### config.mk
export PLATFORM = sky130hd
export DESIGN_NAME = dual_wheel_pi_speed_control
export DESIGN_NICKNAME = d
export VERILOG_FILES = /design/src/hw/rtl/dwpi_pkg.sv /design/src/hw/rtl/dual_wheel_pi_speed_control.sv
export SDC_FILE = /design/constraint.sdc
export NUM_CORES = 2
export LEC_CHECK = 0
export BUFFER_PORTS_ARGS = -buffer_cell sky130_fd_sc_hd__clkbuf_2
export CAP_MARGIN = 30
export CELL_PAD_IN_SITES_DETAIL_PLACEMENT = 0
export CELL_PAD_IN_SITES_GLOBAL_PLACEMENT = 1
export CORE_MARGIN = 2
export CORE_UTILIZATION = 25
export DETAILED_ROUTE_END_ITERATION = 16
export GPL_ROUTABILITY_DRIVEN = 0
export HOLD_SLACK_MARGIN = 0.1
export PLACE_DENSITY = 0.52
export SLEW_MARGIN = 20
export SYNTH_ARGS = -nofsm -noshare
export SYNTH_HDL_FRONTEND = slang
export SYNTH_SLANG_ARGS = --single-unit
### constraint.sdc
create_clock -name clk_i -period 11.5 [get_ports clk_i]
set_input_delay 1.725 -clock clk_i [delete_from_list [all_inputs] [get_ports clk_i]]
set_output_delay 1.725 -clock clk_i [all_outputs]
set_load 0.005 [all_outputs]
### src/hw/rtl/dwpi_pkg.sv
package dwpi_pkg;

  localparam int SpeedW = 16;
  localparam int ErrW   = SpeedW + 1;
  localparam int IntegW = 32;
  localparam int DriveW = 12;
  localparam int SumW   = 22;
  localparam int MagW   = SumW - 1;
  localparam int ThrW   = 24;
  localparam int QuotW  = 18;
  localparam int RecipShift = 24;

  localparam logic signed [DriveW-1:0] DriveMax = 12'sd2047;
  localparam logic signed [DriveW-1:0] DriveMin = -12'sd2047;
  localparam logic signed [ThrW-1:0]   LimitUp  = 24'sd2048;
  localparam logic signed [ThrW-1:0]   LimitDn  = -24'sd2048;
  localparam logic [MagW-1:0]          RecipTen = 21'd1677722;

  typedef struct packed {
    logic signed [IntegW-1:0] integ_next;
    logic signed [SumW-1:0]   sum;
    logic signed [ErrW-1:0]   err;
    logic                     sat_hi;
    logic                     sat_lo;
  } wheel_mid_t;

  // Error, new integral and the clamp decision. Clamping is decided by comparing the
  // integral against thresholds derived from the error, so no division is needed here.
  function automatic wheel_mid_t wheel_update(input logic signed [IntegW-1:0] integ,
                                              input logic [SpeedW-1:0] target,
                                              input logic [SpeedW-1:0] measured);
    wheel_mid_t             r;
    logic signed [ErrW-1:0]   err;
    logic signed [IntegW-1:0] sum;
    logic signed [ThrW-1:0]   err_x;
    logic signed [ThrW-1:0]   k_hi;
    logic signed [ThrW-1:0]   k_lo;
    logic signed [ThrW-1:0]   thr_hi;
    logic signed [ThrW-1:0]   thr_lo;
    err    = $signed({target[SpeedW-1], target}) - $signed({measured[SpeedW-1], measured});
    sum    = integ + IntegW'(err);
    err_x  = ThrW'(err);
    k_hi   = LimitUp - (err_x <<< 1);
    k_lo   = LimitDn - (err_x <<< 1);
    thr_hi = (k_hi <<< 3) + (k_hi <<< 1) - ((k_hi <= 0) ? 24'sd9 : 24'sd0);
    thr_lo = (k_lo <<< 3) + (k_lo <<< 1) + ((k_lo >= 0) ? 24'sd9 : 24'sd0);
    r.sat_hi     = sum >= IntegW'(thr_hi);
    r.sat_lo     = sum <= IntegW'(thr_lo);
    r.integ_next = (r.sat_hi || r.sat_lo) ? integ : sum;
    r.sum        = sum[SumW-1:0];
    r.err        = err;
    return r;
  endfunction

  // Drive from a registered middle result. The sum is small whenever it is not clamped.
  function automatic logic [DriveW-1:0] wheel_drive(input wheel_mid_t m);
    logic [SumW-1:0]           mag;
    logic [2*MagW-1:0]         prod;
    logic [QuotW-1:0]          quot;
    logic signed [QuotW:0]     quot_s;
    logic signed [QuotW:0]     drive;
    logic [DriveW-1:0]         res;
    mag    = m.sum[SumW-1] ? SumW'(-m.sum) : m.sum;
    prod   = (2*MagW)'(mag[MagW-1:0]) * (2*MagW)'(RecipTen);
    quot   = prod[RecipShift+QuotW-1:RecipShift];
    quot_s = m.sum[SumW-1] ? -$signed({1'b0, quot}) : $signed({1'b0, quot});
    drive  = $signed({m.err[ErrW-1], m.err, 1'b0}) + quot_s;
    if (m.sat_hi) begin
      res = DriveMax;
    end else if (m.sat_lo) begin
      res = DriveMin;
    end else begin
      res = drive[DriveW-1:0];
    end
    return res;
  endfunction

endpackage

### src/hw/rtl/dual_wheel_pi_speed_control.sv
// Channel   Dir  tdata fields (lowest bit first)                            Width
// s_axis    in   target_right, measured_right, target_left, measured_left  64
// m_axis    out  drive_right, drive_left                                    24
//
// Three register stages: input, middle and output. An item is accepted every cycle
// while the output side does not stall, and its result passes from the input register
// through the middle register to the output register.
// The integrals update from the input register as an item moves on, which sets the rate.
// Reset clears both integrals and empties all stages.
// A stall on the output fills the stages and then holds s_axis_tready low.
module dual_wheel_pi_speed_control
  import dwpi_pkg::*;
(
  input  logic        clk_i,
  input  logic        rst_ni,
  input  logic        s_axis_tvalid,
  output logic        s_axis_tready,
  // target_right[15:0], measured_right[31:16], target_left[47:32], measured_left[63:48]
  input  logic [63:0] s_axis_tdata,
  output logic        m_axis_tvalid,
  input  logic        m_axis_tready,
  // drive_right[11:0], drive_left[23:12]
  output logic [23:0] m_axis_tdata
);

  logic        in_valid_q, mid_valid_q, out_valid_q;
  logic [63:0] in_data_q;
  logic signed [IntegW-1:0] integ_r_q, integ_l_q;
  wheel_mid_t  mid_r_d, mid_l_d, mid_r_q, mid_l_q;
  logic [23:0] out_data_q;
  logic        take_in, adv_mid, adv_out;

  assign adv_out       = mid_valid_q && (!out_valid_q || m_axis_tready);
  assign adv_mid       = in_valid_q && (!mid_valid_q || adv_out);
  assign s_axis_tready = !in_valid_q || adv_mid;
  assign take_in       = s_axis_tvalid && s_axis_tready;

  assign mid_r_d = wheel_update(integ_r_q, in_data_q[15:0], in_data_q[31:16]);
  assign mid_l_d = wheel_update(integ_l_q, in_data_q[47:32], in_data_q[63:48]);

  always_ff @(posedge clk_i or negedge rst_ni) begin
    if (!rst_ni) begin
      in_valid_q  <= 1'b0;
      mid_valid_q <= 1'b0;
      out_valid_q <= 1'b0;
      integ_r_q   <= '0;
      integ_l_q   <= '0;
    end else begin
      if (take_in) begin
        in_valid_q <= 1'b1;
      end else if (adv_mid) begin
        in_valid_q <= 1'b0;
      end
      if (adv_mid) begin
        mid_valid_q <= 1'b1;
        integ_r_q   <= mid_r_d.integ_next;
        integ_l_q   <= mid_l_d.integ_next;
      end else if (adv_out) begin
        mid_valid_q <= 1'b0;
      end
      if (adv_out) begin
        out_valid_q <= 1'b1;
      end else if (m_axis_tready) begin
        out_valid_q <= 1'b0;
      end
    end
  end

  always_ff @(posedge clk_i) begin
    if (take_in) begin
      in_data_q <= s_axis_tdata;
    end
    if (adv_mid) begin
      mid_r_q <= mid_r_d;
      mid_l_q <= mid_l_d;
    end
    if (adv_out) begin
      out_data_q <= {wheel_drive(mid_l_q), wheel_drive(mid_r_q)};
    end
  end

  assign m_axis_tvalid = out_valid_q;
  assign m_axis_tdata  = out_data_q;

endmodule

==> impl_metrics.env <==
export IMPL_synthesis_yosys_warnings=0
export IMPL_reg2reg_to="integ_r_q[23]"
export IMPL_synth_edff_count=158
export IMPL_worst_path_max_delay_cell="fa_1"
export IMPL_synth_ff_latch_count=225
export IMPL_setup_total_negative_slack_ns=0
export IMPL_htree_num_levels=1
export IMPL_postRouteAntennaNets=0
export IMPL_total_number_of_vias=25744
export IMPL_floorplan_rows=138
export IMPL_syn_area_per_cell_um2=9.54
export IMPL_initial_core_util=0.251
export IMPL_portion_of_the_clock_cycle_consumed_by_the_worst_path_in_the_final_layout=0.929
export IMPL_cts_reportedPaths_clkPinSlew_ns=0.06
export IMPL_dieArea_um2=145000
export IMPL_crit_start="in_data_q[0]"
export IMPL_1st_iter_drt_viols=1059
export IMPL_finalClockSkew_ns=0.0339
export IMPL_r2r_worst_path_cells=48
export IMPL_grt_util_all_layers=0.138
export IMPL_setup_viol_count_final=0
export IMPL_multi_input_area_um2=26300
export IMPL_syn_area_um2=35400
export IMPL_cp_slowest_stage_delay_ns=0.44
export IMPL_fraction_of_layout_instances_using_a_drive_strength_above_1=0.0852
export IMPL_hold_viol=0
export IMPL_cts_tree="built"
export IMPL_critical_path_required_time_ns=12.00
export IMPL_antenna_diode_instance_count=0
export IMPL_number_of_top_level_pins=94
export IMPL_critical_path_class="flop to flop"
export IMPL_grt_start_max_net_pins=65
export IMPL_number_of_global_route_vias_before_repair=26877
export IMPL_clock_fmax_mhz=93.6
export IMPL_filler_instances=15067
export IMPL_hpwlAfterDp_um=87300
export IMPL_relSlewSlack=0.419
export IMPL_post_cts_hold_buffer_count=0
export IMPL_routed_wirelength_um=99900
export IMPL_timing_rr_start="in_data_q[0]"
export IMPL_critical_path_startpoint_type="flop"
export IMPL_arrival_ns=11.18
export IMPL_core_region_area_um2=141000
export IMPL_critPathCaptureType="flop"
export IMPL_crit_end="integ_r_q[23]"
export IMPL_wl_per_cell_um=17.3
export IMPL_via_per_inst=4.45
export IMPL_globalRouteOverflowTotal=0
export IMPL_postSynth_topFlopCell="edfxtp_1"
export IMPL_cts_root_buffer="clkbuf_16"
export IMPL_reg2reg_setup_slack_ns=0.82
export IMPL_chipWidth_um=380
export IMPL_path_common_cell="ha_1"
export IMPL_port_buffers=93
export IMPL_maxCapViolations=0
export IMPL_drc_errors=0
export IMPL_clock_latency_ns=0.61
export IMPL_drtPass1Iterations=5
export IMPL_antenna_violations_before_repair=5
export IMPL_finalMaxSlewViolations=0
export IMPL_synth_lib_cells_used_distinct=94
export IMPL_finish_net_count=4926
export IMPL_syn_to_final_growth_pct=12.3
export IMPL_numCtsBuffers=30
export IMPL_postSynthCellCount=3712
export IMPL_async_flop_share=0.298
export IMPL_layout_area_seq_um2=6420
export IMPL_cp_max_fo=17
export IMPL_dieHeight_um=380
export IMPL_global_route_wire_length_before_repair_um=157000
export IMPL_period_minus_slack_ns=10.68
export IMPL_synth_sequential_area_ratio=0.181
export IMPL_run_status="finished, final reports clean"
export IMPL_ctsLongestPathBuffers=3
export IMPL_slew_of_the_pin_with_the_lowest_slew_margin_ns=0.867
export IMPL_clock_sinks=225
export IMPL_hold_path_class="flop to flop"
export IMPL_postSynthNetCount=4764
## critical path, delay by kind of cell, from the launching register on
kind / cells / cell delay (ns)
AND/OR/NAND/NOR: 18 / 3.58
multiplexers: 2 / 0.60
buffers and inverters: 3 / 0.35
adder cells (fa/ha/maj): 6 / 1.86
XOR/XNOR: 2 / 0.32
flip-flops: 1 / 0.36
AO/OA/AOI/OAI: 17 / 3.47
## flip-flops by register name, indices dropped and copies added, names as in the netlist
name           count
in_data_q         64
mid_l_q           35
mid_r_q           35
integ_l_q         32
integ_r_q         32
m_axis_tdata      24
in_valid_q         1
m_axis_tvalid      1
mid_valid_q        1
## layout by cell type (no fill, tap or decap), drive strengths merged, types with 15 or more instances in the layout
cell / instances
a21o: 120
nor2: 159
clkbuf: 127
a21oi: 191
a31oi: 15
edfxtp: 158
nand2b: 51
ha: 694
a211oi: 19
nor4: 16
mux2: 61
or3: 27
dfrtp: 67
nand3: 51
nor2b: 35
nand4: 43
xnor2: 222
nor3: 64
nand2: 170
o31ai: 26
xor2: 89
o21ai: 132
o21bai: 30
fa: 290
o21a: 42
o211ai: 18
buf: 67
a21boi: 22
inv: 692
## per-layer routing
metal	track usage	share of wire	up-vias
met2	0.222	0.44	319
met3	0.0107	0.028	68
li1	-	-	13081
met4	0.0227	0.014	0
met1	0.205	0.52	12276
met5	0	0	-
## cell usage after synthesis (67+ instances only)
master	number	area, um^2
a21o_1	120	901
a21oi_1	189	946
dfrtp_1	67	1680
edfxtp_1	158	4740
fa_1	290	5810
ha_1	694	8680
inv_1	683	2560
nand2_1	170	638
nor2_1	157	589
o21ai_0	126	631
xnor2_1	221	1940
xor2_1	88	771
## timing repair
item | in CTS | in global routing
buffers inserted | 0 | 0
endpoints found under the setup margin | 0 | 33
resized for setup | 0 | 4
## layout make-up
| class | instances | share of cell area |
|---|---|---|
| clock buffers | 35 | 0.0196 |
| clock inverters | 21 | 0.00809 |
| inverters | 686 | 0.0647 |
| multi-input cells | 2772 | 0.662 |
| flip-flops and latches | 225 | 0.161 |
| well taps | 1890 | 0.0595 |
| repair buffers | 159 | 0.0242 |
## cells by family (layout without fill, tap and decap cells)
family	Yosys count	in the layout	share of synthesized area
buf+inv	715	901	0.0761
mux	69	69	0.0217
fa+ha+maj	984	984	0.409
simple gates	702	702	0.101
compound gates	706	706	0.133
flops	225	225	0.181
xor+xnor	311	311	0.0773
## how the worst min path moves through the flow
stage | cells after the start | start | end
3_5_place_dp | 1 | integ_l_q[31] | integ_l_q[31]
4_1_cts | 1 | integ_l_q[31] | integ_l_q[31]
3_3_place_gp | 1 | in_valid_q | mid_valid_q
6_report | 1 | integ_l_q[31] | integ_l_q[31]
5_1_grt | 1 | integ_r_q[31] | integ_r_q[31]
2_1_floorplan | 2 | integ_r_q[0] | integ_r_q[0]
## per-stage QoR
| stage | worst slack, ns | hold slack, ns | utilization | instance area [um^2] | std cells |
|---|---|---|---|---|---|
| after floorplan | 1.67 | 0.456 | - | 35400 | 3712 |
| after global placement | 0.734 | 0.463 | 0.274 | 38600 | 5728 |
| after detailed placement | 0.636 | 0.482 | 0.274 | 38600 | 5730 |
| after CTS | 0.609 | 0.495 | 0.282 | 39700 | 5786 |
| after global routing | -0.0181 | 0.522 | 0.282 | 39800 | 5788 |
| final | 0.819 | 0.497 | 0.282 | 39800 | 5788 |
Power is not shown: default switching activity piles up to over one toggle a cycle in this logic, so the estimate is an artifact.
